$ cat src/asmc_pkg.sv
package asmc_pkg;

  // Default sizes of the cost table
  localparam int ALPHABET_SIZE_DEF = 8;
  localparam int COST_WIDTH_DEF    = 16;

  // Fixed field widths on the stream ports
  localparam int SET_W      = 8;
  localparam int STATE_W    = 3;
  localparam int COST_IO_W  = 16;
  localparam int S_TDATA_W  = 40;
  localparam int M_TDATA_W  = 24;

  // Input kinds carried on s_tuser
  localparam logic MODE_WRITE = 1'b0;
  localparam logic MODE_QUERY = 1'b1;

  // Query sequencer states
  typedef enum logic [1:0] {
    ST_IDLE,
    ST_SWEEP,
    ST_CHAIN,
    ST_DONE
  } asmc_state_t;

  // Strobes broadcast from the sequencer to every cell
  typedef struct packed {
    logic wr_en;   // table write transaction, column and data valid
    logic clear;   // new query: drop row and chain accumulators
    logic sweep;   // fold one column into the row accumulator
    logic chain;   // hand partial result one cell down the row
  } asmc_ctrl_t;

endpackage

$ cat src/ambiguous_state_min_cost_top.sv
// Ambiguous-state minimum-cost lookup.
// Input stream (s_*): s_tuser selects the kind of transaction. A write stores
// one cost at (row_state, column_state) of the cost table and gives no result;
// rows or columns outside the alphabet are dropped. A query carries two state
// bitmasks and gives one result on the output stream (m_*): the least table
// cost over all pairs of the two sets and the union of the states of every
// minimum-cost pair. m_tuser flags a query with an empty set; min_cost then
// reads all ones and median_set zero. Only entries already written may be
// reached by a query.
// Timing: writes and queries are taken only while no query is in flight. A
// query sweeps the columns, each cell folding its row, then passes the
// partial result through the row of ALPHABET_SIZE cells, one cell per cycle;
// the result lands in the output register, and the input is ready again
// from that same cycle, so a new query is not taken before the last one
// is through.
// A stalled receiver holds the result in the output register; writes and the
// next query are still taken, and a finished query waits until that register
// frees. Reset empties the output register and the sequencer; table contents
// are undefined until written.
module ambiguous_state_min_cost_top import asmc_pkg::*; #(
  parameter int ALPHABET_SIZE = ALPHABET_SIZE_DEF,
  parameter int COST_WIDTH    = COST_WIDTH_DEF
) (
  input  logic                 clk,
  input  logic                 rst,
  input  logic                 s_tvalid,
  output logic                 s_tready,
  // first_set[7:0], second_set[15:8], row_state[18:16],
  // column_state[21:19], cost_value[37:22], zero fill[39:38]
  input  logic [S_TDATA_W-1:0] s_tdata,
  // mode[0]
  input  logic                 s_tuser,
  output logic                 m_tvalid,
  input  logic                 m_tready,
  // min_cost[15:0], median_set[23:16]
  output logic [M_TDATA_W-1:0] m_tdata,
  // no_pair[0]
  output logic                 m_tuser
);

  localparam int N   = ALPHABET_SIZE;
  localparam int CIW = $clog2(N);
  localparam int IXW = CIW + STATE_W;

  asmc_state_t state, state_next;
  logic [CIW-1:0] cnt, cnt_next;
  asmc_ctrl_t     ctrl;
  logic           load_out;

  logic [SET_W-1:0] first_q, second_q;
  logic [N-1:0]     first_m, second_m;
  logic [SET_W-1:0] col_bit;

  logic [SET_W-1:0]      s_first, s_second;
  logic [STATE_W-1:0]    s_row, s_col;
  logic [COST_IO_W-1:0]  s_cost;
  logic [IXW-1:0]        row_x, col_x;
  logic                  wr_ok;
  logic [COST_IO_W+COST_WIDTH-1:0] cost_x;
  logic [COST_WIDTH-1:0] wr_cost;

  logic [COST_WIDTH-1:0] c_best [N+1];
  logic [SET_W-1:0]      c_med  [N+1];
  logic                  c_any  [N+1];

  logic [COST_IO_W+COST_WIDTH-1:0] best_x;
  logic [COST_IO_W-1:0]  res_cost;
  logic [SET_W-1:0]      res_med;
  logic                  accept;

  // Field unpacking
  assign s_first  = s_tdata[7:0];
  assign s_second = s_tdata[15:8];
  assign s_row    = s_tdata[18:16];
  assign s_col    = s_tdata[21:19];
  assign s_cost   = s_tdata[37:22];

  assign row_x   = {{CIW{1'b0}}, s_row};
  assign col_x   = {{CIW{1'b0}}, s_col};
  assign wr_ok   = (row_x < IXW'(N)) && (col_x < IXW'(N));
  assign cost_x  = {{COST_WIDTH{1'b0}}, s_cost};
  assign wr_cost = cost_x[COST_WIDTH-1:0];

  assign s_tready = (state == ST_IDLE);
  assign accept   = s_tvalid && s_tready;

  // Query sets, held for the whole sweep
  always_ff @(posedge clk) begin
    if (accept && s_tuser == MODE_QUERY) begin
      first_q  <= s_first;
      second_q <= s_second;
    end
  end

  // States beyond the alphabet drop out here
  always_comb begin
    logic [N+SET_W-1:0] fx, sx;
    fx       = {{N{1'b0}}, first_q};
    sx       = {{N{1'b0}}, second_q};
    first_m  = fx[N-1:0];
    second_m = sx[N-1:0];
  end

  assign col_bit = (IXW'(cnt) < IXW'(SET_W)) ? (SET_W'(1) << cnt) : '0;

  // Sequencer state and counter
  always_ff @(posedge clk) begin
    if (rst) begin
      state <= ST_IDLE;
      cnt   <= '0;
    end else begin
      state <= state_next;
      cnt   <= cnt_next;
    end
  end

  always_comb begin
    state_next = state;
    cnt_next   = cnt;
    ctrl       = '0;
    load_out   = 1'b0;
    unique case (state)
      ST_IDLE: begin
        if (accept) begin
          if (s_tuser == MODE_QUERY) begin
            ctrl.clear = 1'b1;
            cnt_next   = '0;
            state_next = ST_SWEEP;
          end else begin
            ctrl.wr_en = wr_ok;
          end
        end
      end
      ST_SWEEP: begin
        ctrl.sweep = 1'b1;
        if (cnt == CIW'(N - 1)) begin
          cnt_next   = '0;
          state_next = ST_CHAIN;
        end else begin
          cnt_next = cnt + 1'b1;
        end
      end
      ST_CHAIN: begin
        ctrl.chain = 1'b1;
        if (cnt == CIW'(N - 1)) begin
          cnt_next   = '0;
          state_next = ST_DONE;
        end else begin
          cnt_next = cnt + 1'b1;
        end
      end
      ST_DONE: begin
        if (!m_tvalid || m_tready) begin
          load_out   = 1'b1;
          state_next = ST_IDLE;
        end
      end
      default: state_next = ST_IDLE;
    endcase
  end

  // Chain head: empty partial result
  assign c_best[0] = '1;
  assign c_med[0]  = '0;
  assign c_any[0]  = 1'b0;

  for (genvar k = 0; k < N; k++) begin : g_cell
    logic row_hit;
    assign row_hit = (row_x == IXW'(k));

    asmc_cell #(
      .CELL_IDX      (k),
      .ALPHABET_SIZE (N),
      .COST_WIDTH    (COST_WIDTH),
      .CIW           (CIW)
    ) u_cell (
      .clk      (clk),
      .rst      (rst),
      .ctrl     (ctrl),
      .row_hit  (row_hit),
      .wr_col   (col_x[CIW-1:0]),
      .wr_cost  (wr_cost),
      .col      (cnt),
      .row_act  (first_m[k]),
      .col_act  (second_m[cnt]),
      .col_bit  (col_bit),
      .in_best  (c_best[k]),
      .in_med   (c_med[k]),
      .in_any   (c_any[k]),
      .out_best (c_best[k+1]),
      .out_med  (c_med[k+1]),
      .out_any  (c_any[k+1])
    );
  end

  // Saturated answer when no pair exists
  assign best_x   = {{COST_IO_W{1'b0}}, (c_any[N] ? c_best[N] : {COST_WIDTH{1'b1}})};
  assign res_cost = best_x[COST_IO_W-1:0];
  assign res_med  = c_any[N] ? c_med[N] : '0;

  // Output register
  always_ff @(posedge clk) begin
    if (rst) begin
      m_tvalid <= 1'b0;
    end else if (load_out) begin
      m_tvalid <= 1'b1;
    end else if (m_tready) begin
      m_tvalid <= 1'b0;
    end
  end

  always_ff @(posedge clk) begin
    if (load_out) begin
      m_tdata <= {res_med, res_cost};
      m_tuser <= !c_any[N];
    end
  end

endmodule

$ cat src/asmc_cell.sv
module asmc_cell import asmc_pkg::*; #(
  parameter int CELL_IDX      = 0,
  parameter int ALPHABET_SIZE = ALPHABET_SIZE_DEF,
  parameter int COST_WIDTH    = COST_WIDTH_DEF,
  parameter int CIW           = $clog2(ALPHABET_SIZE)
) (
  input  logic                  clk,
  input  logic                  rst,
  input  asmc_ctrl_t            ctrl,
  input  logic                  row_hit,   // write targets this row
  input  logic [CIW-1:0]        wr_col,
  input  logic [COST_WIDTH-1:0] wr_cost,
  input  logic [CIW-1:0]        col,       // column visited by the sweep
  input  logic                  row_act,   // state of this row is in the first set
  input  logic                  col_act,   // state of this column is in the second set
  input  logic [SET_W-1:0]      col_bit,
  input  logic [COST_WIDTH-1:0] in_best,
  input  logic [SET_W-1:0]      in_med,
  input  logic                  in_any,
  output logic [COST_WIDTH-1:0] out_best,
  output logic [SET_W-1:0]      out_med,
  output logic                  out_any
);

  localparam logic [SET_W-1:0] ROW_BIT =
    (CELL_IDX < SET_W) ? SET_W'(1 << CELL_IDX) : '0;

  logic [COST_WIDTH-1:0] row_cost [ALPHABET_SIZE];
  logic [COST_WIDTH-1:0] rd_cost;
  logic [COST_WIDTH-1:0] row_best;
  logic [SET_W-1:0]      row_med;
  logic                  row_any;

  // One row of the table, written one entry per transaction
  always_ff @(posedge clk) begin
    if (ctrl.wr_en && row_hit) begin
      row_cost[wr_col] <= wr_cost;
    end
  end

  assign rd_cost = row_cost[col];

  // Row minimum over the columns of the second set
  always_ff @(posedge clk) begin
    if (rst) begin
      row_any <= 1'b0;
    end else if (ctrl.clear) begin
      row_any <= 1'b0;
    end else if (ctrl.sweep && row_act && col_act) begin
      row_any <= 1'b1;
      if (!row_any || rd_cost < row_best) begin
        row_best <= rd_cost;
        row_med  <= ROW_BIT | col_bit;
      end else if (rd_cost == row_best) begin
        row_med  <= row_med | ROW_BIT | col_bit;
      end
    end
  end

  // Merge this row into the partial result coming down the chain
  always_ff @(posedge clk) begin
    if (rst) begin
      out_any <= 1'b0;
    end else if (ctrl.clear) begin
      out_any <= 1'b0;
    end else if (ctrl.chain) begin
      out_any <= in_any | row_any;
      if (!row_any) begin
        out_best <= in_best;
        out_med  <= in_med;
      end else if (!in_any || row_best < in_best) begin
        out_best <= row_best;
        out_med  <= row_med;
      end else if (row_best == in_best) begin
        out_best <= row_best;
        out_med  <= row_med | in_med;
      end else begin
        out_best <= in_best;
        out_med  <= in_med;
      end
    end
  end

endmodule

$ cat config.mk
export PLATFORM = sky130hd
export DESIGN_NAME = ambiguous_state_min_cost_top
export DESIGN_NICKNAME = d
export VERILOG_FILES = /design/src/asmc_pkg.sv /design/src/ambiguous_state_min_cost_top.sv /design/src/asmc_cell.sv
export SDC_FILE = /design/constraint.sdc
export NUM_CORES = 2
export LEC_CHECK = 0
export BUFFER_PORTS_ARGS = -buffer_cell sky130_fd_sc_hd__buf_4
export CORE_AREA = 2 2 337 339
export CTS_CLUSTER_SIZE = 24
export DETAILED_ROUTE_END_ITERATION = 10
export DIE_AREA = 0 0 339 341
export PLACE_DENSITY = 0.68
export SYNTH_ARGS = -nofsm -noshare
export SYNTH_HDL_FRONTEND = slang
export SYNTH_SLANG_ARGS = --single-unit
$ cat constraint.sdc
create_clock -name clk -period 8.65 [get_ports clk]
set_input_delay 0.4325 -clock clk [delete_from_list [all_inputs] [get_ports clk]]
set_output_delay 0.4325 -clock clk [all_outputs]
set_load 0.01 [all_outputs]
==> impl_metrics.py <==
metrics = {
    "die": {
        "io_pins": 72,
        "rows": 123,
        "core_area_um2": 112000,
        "initial_core_util_pct": 54.8,
        "die_w_um": 339,
        "die_h_um": 341,
        "die-area_um2": 116000,
    },
    "final_layout": {
        "postLayoutCellArea_um2": 68900,
        "final_net_count": 3901,
        "areaGrowthSynthToFinish_pct": 12.4,
        "multi_input_area_um2": 16000,
        "fillerInstances": 7771,
        "final-seq-area_um2": 43800,
        "drive_above_1_share_pct": 21.3,
        "layout_common_cells": "edfxtp_1, inv_1, mux4_2, ha_1, clkbuf_16",
        "layout_commonest_cell": "edfxtp_1",
    },
    "detailed_routing": {
        "ant_nets": 0,
        "wl_per_cell_um": 26.4,
        "drt_first_pass_iters": 5,
        "met3_wirelength_mm": 8.53,
        "drt_iter0_drc": 3025,
        "route.met2.wl_mm": 66.9,
        "highest_layer": "met4",
        "wl_met1_mm": 59.3,
        "vias": 31300,
        "drcViolationCount": 0,
        "viasPerCell": 5.98,
        "routed_wl_mm": 138,
    },
    "clock_network": {
        "cts.repair.resized": 0,
        "clockBufferDepth": 3,
        "root_buffer": "clkbuf_16",
        "hold_buffers": 18,
        "cts.sinks": 1466,
        "cts_buffers": 152,
        "tritoncts": "built",
        "post-cts-setup-buffer-count": 0,
        "clk_latency_ns": 0.75,
        "htree_num_levels": 4,
        "path_clk_slew_ns": 0.06,
    },
    "timing": {
        "finalCriticalPeriod_ns": 5.36,
        "fin_setup_tns_ns": 0,
        "slew_violations": 0,
        "finalSetupViolations": 0,
        "finalClockSkew_ns": 0.0305,
        "report.final.hold_viol_count": 0,
        "worstMarginPinSlew_ns": 1.20,
        "post-route-period-util_pct": 62.0,
        "fin_ws_ns": 3.29,
        "max_freq_ghz": 0.186,
        "rsz0062_at_grt": "false",
        "relSlewSlack_pct": 19.5,
    },
    "logic_synthesis": {
        "yosysWarnings": 0,
        "synth_edf_count": 1441,
        "avgSynthCellArea_um2": 18.1,
        "synthesis.area_um2": 61400,
        "yosys.area.top_type_share_pct": 70.5,
        "syn_inst": 3391,
        "synthTopCellsByArea": "edfxtp_1, mux4_2, ha_1",
        "synth_largest_area_cell": "edfxtp_1",
        "seq_area_frac_synth_pct": 71.3,
        "synth.distinct_cells": 74,
        "syn-num-nets": 3686,
        "ys.flop_type": "edfxtp_1",
        "async_reset_ff_share_pct": 0,
        "synth_seq_cells": 1466,
    },
    "setup_path": {
        "crit_path_max_fanout": 56,
        "crit_type": "flip-flop to flip-flop",
        "reg2reg_to": "g_cell[3].u_cell.row_med[7]",
        "crit_slowest_cell": "a21oi_1",
        "rrSetupSlack_ns": 3.29,
        "critPathArrivalTime_ns": 5.73,
        "cp.depth": 10,
        "required_ns": 9.01,
        "endpoint": "g_cell[3].u_cell.row_med[7]",
        "start_kind": "flip-flop",
        "worstSetupEndpointType": "flip-flop",
        "cp_cell_sequence": "buf_12, mux4_2, mux2_2, ha_1, o21a_1, o21ai_0, a211oi_1, o311ai_0, nand2_1, a21oi_1",
        "max_stage_delay_ns": 1.05,
        "worst-path-buf-inv": 1,
        "crit_family": "compound AO/OA/AOI/OAI gates",
        "ff2ff_path_depth": 10,
    },
    "placement": {
        "dpl.hpwl_mm": 85.7,
        "post-place-ws_ns": 3.22,
        "place_area_um2": 64000,
        "port_buffers": 69,
        "gp_congestion": 0.890,
    },
    "power": {
        "clkPwrFrac_pct": 37.3,
        "power-per-cell-area_nw_per_um2": 245,
        "p_sw_share_pct": 24.4,
        "seq_power_share_pct": 48.6,
        "irDropWorstVdd_mv": 0.218,
        "cellLeakagePower_nw": 23.6,
        "switching_power_mw": 4.13,
        "p_int_mw": 12.8,
        "power.share.combinational_pct": 14.1,
    },
    "global_route": {
        "overflow": 0,
        "track_usage_pct": 24.0,
        "grt_pass1_vias": 32600,
        "antenna_found_initial": 5,
        "grt_pass1_wl_mm": 205,
        "grt_max_degree": 119,
    },
    "run": {
        "maxCapViolCount": 0,
    },
    "hold_path": {
        "hp-class": "input port to flip-flop",
    },
    "outcome": {
        "status": "finished, final reports clean",
    },
}
[synthesized netlist by cell type, types with 10 or more instances]
cell type	instances
edfxtp_1	1441
inv_1	274
mux4_2	258
ha_1	250
nor2_1	126
mux2_2	125
nand2_1	119
mux2i_1	100
a21oi_1	98
o21ai_0	73
a21o_1	67
clkbuf_1	60
a22o_1	45
nand4_1	43
buf_2	31
nand3_1	31
dfxtp_1	25
nand2b_1	24
nor2b_1	19
and2_1	15
a211oi_1	13
o211ai_1	12
buf_1	10
[layer usage]
layer / GRT usage [%] / vias to the layer above
li1: - / 13800
met1: 34.0 / 16200
met5: 0 / -
met2: 39.3 / 1028
met4: 6.84 / 0
met3: 3.62 / 205
[sequential cells by signal, summed over array words and instances (netlist names), named ones only]
name and cells:
g_cell.u_cell.out_any 8, g_cell.u_cell.out_best 128, g_cell.u_cell.row_best 128, g_cell.u_cell.row_cost 1024
g_cell.u_cell.out_med 64, m_tuser 1, g_cell.u_cell.row_med 56, g_cell.u_cell.row_any 8
m_tdata 24, second_m 8, first_m 8, cnt 3
m_tvalid 1, state 2
[cell type report]
class / instances / share of cell area (%)
Tap cell: 1500 / 2.72
Sequential cell: 1466 / 63.5
Clock inverter: 84 / 1.06
Timing Repair Buffer: 173 / 2.02
Multi-Input combinational cell: 1537 / 23.3
Antenna cell: 2 / 0.00726
Clock buffer: 192 / 5.92
Inverter: 276 / 1.50
[worst min-delay path by stage]
stage / endpoint / cells after the start / startpoint
finish: flip-flop / 5 / s_tvalid
global route: flip-flop / 5 / s_tvalid
CTS: flip-flop / 5 / s_tvalid
detailed placement: g_cell[6].u_cell.out_any / 2 / g_cell[6].u_cell.out_any
global placement: g_cell[6].u_cell.out_any / 2 / g_cell[6].u_cell.out_any
floorplan: g_cell[0].u_cell.out_med[0] / 0 / g_cell[0].u_cell.row_any
[kinds of logic after synthesis]
kind of cell    after synthesis  share of synthesized area [%]
mux                         484                           13.4
simple gates                431                           3.45
fa+ha+maj                   250                           5.10
flops                      1466                           71.3
buf+inv                     388                           2.56
compound gates              372                           4.13
[tightest hold or removal path, cell delays in order]
cell      delay [ns]
buf_4           0.12
nand2_1         0.05
nand2_1         0.11
nand4b_1        0.11
a21oi_1         0.09
[through the flow]
stage	util [%]	hold slack (ns)	power (mW)	instances
2_1_floorplan	-	0.406	10.0	3391
3_3_place_gp	57.2	0.474	10.7	4934
3_5_place_dp	57.2	0.480	10.8	4934
4_1_cts	61.6	0.164	17.1	5228
5_1_grt	61.6	0.215	17.5	5228
6_report	61.6	0.215	16.9	5230
[power by group through the flow]
stage	sequential [mW]	combinational (mW)	clock, mW
finish	8.22	2.39	6.31
global route	8.24	2.61	6.70
CTS	8.23	2.42	6.42
detailed placement	8.38	2.40	0
global placement	8.37	2.33	0
floorplan	8.30	1.74	0
Power figures use the tool's default switching activity.
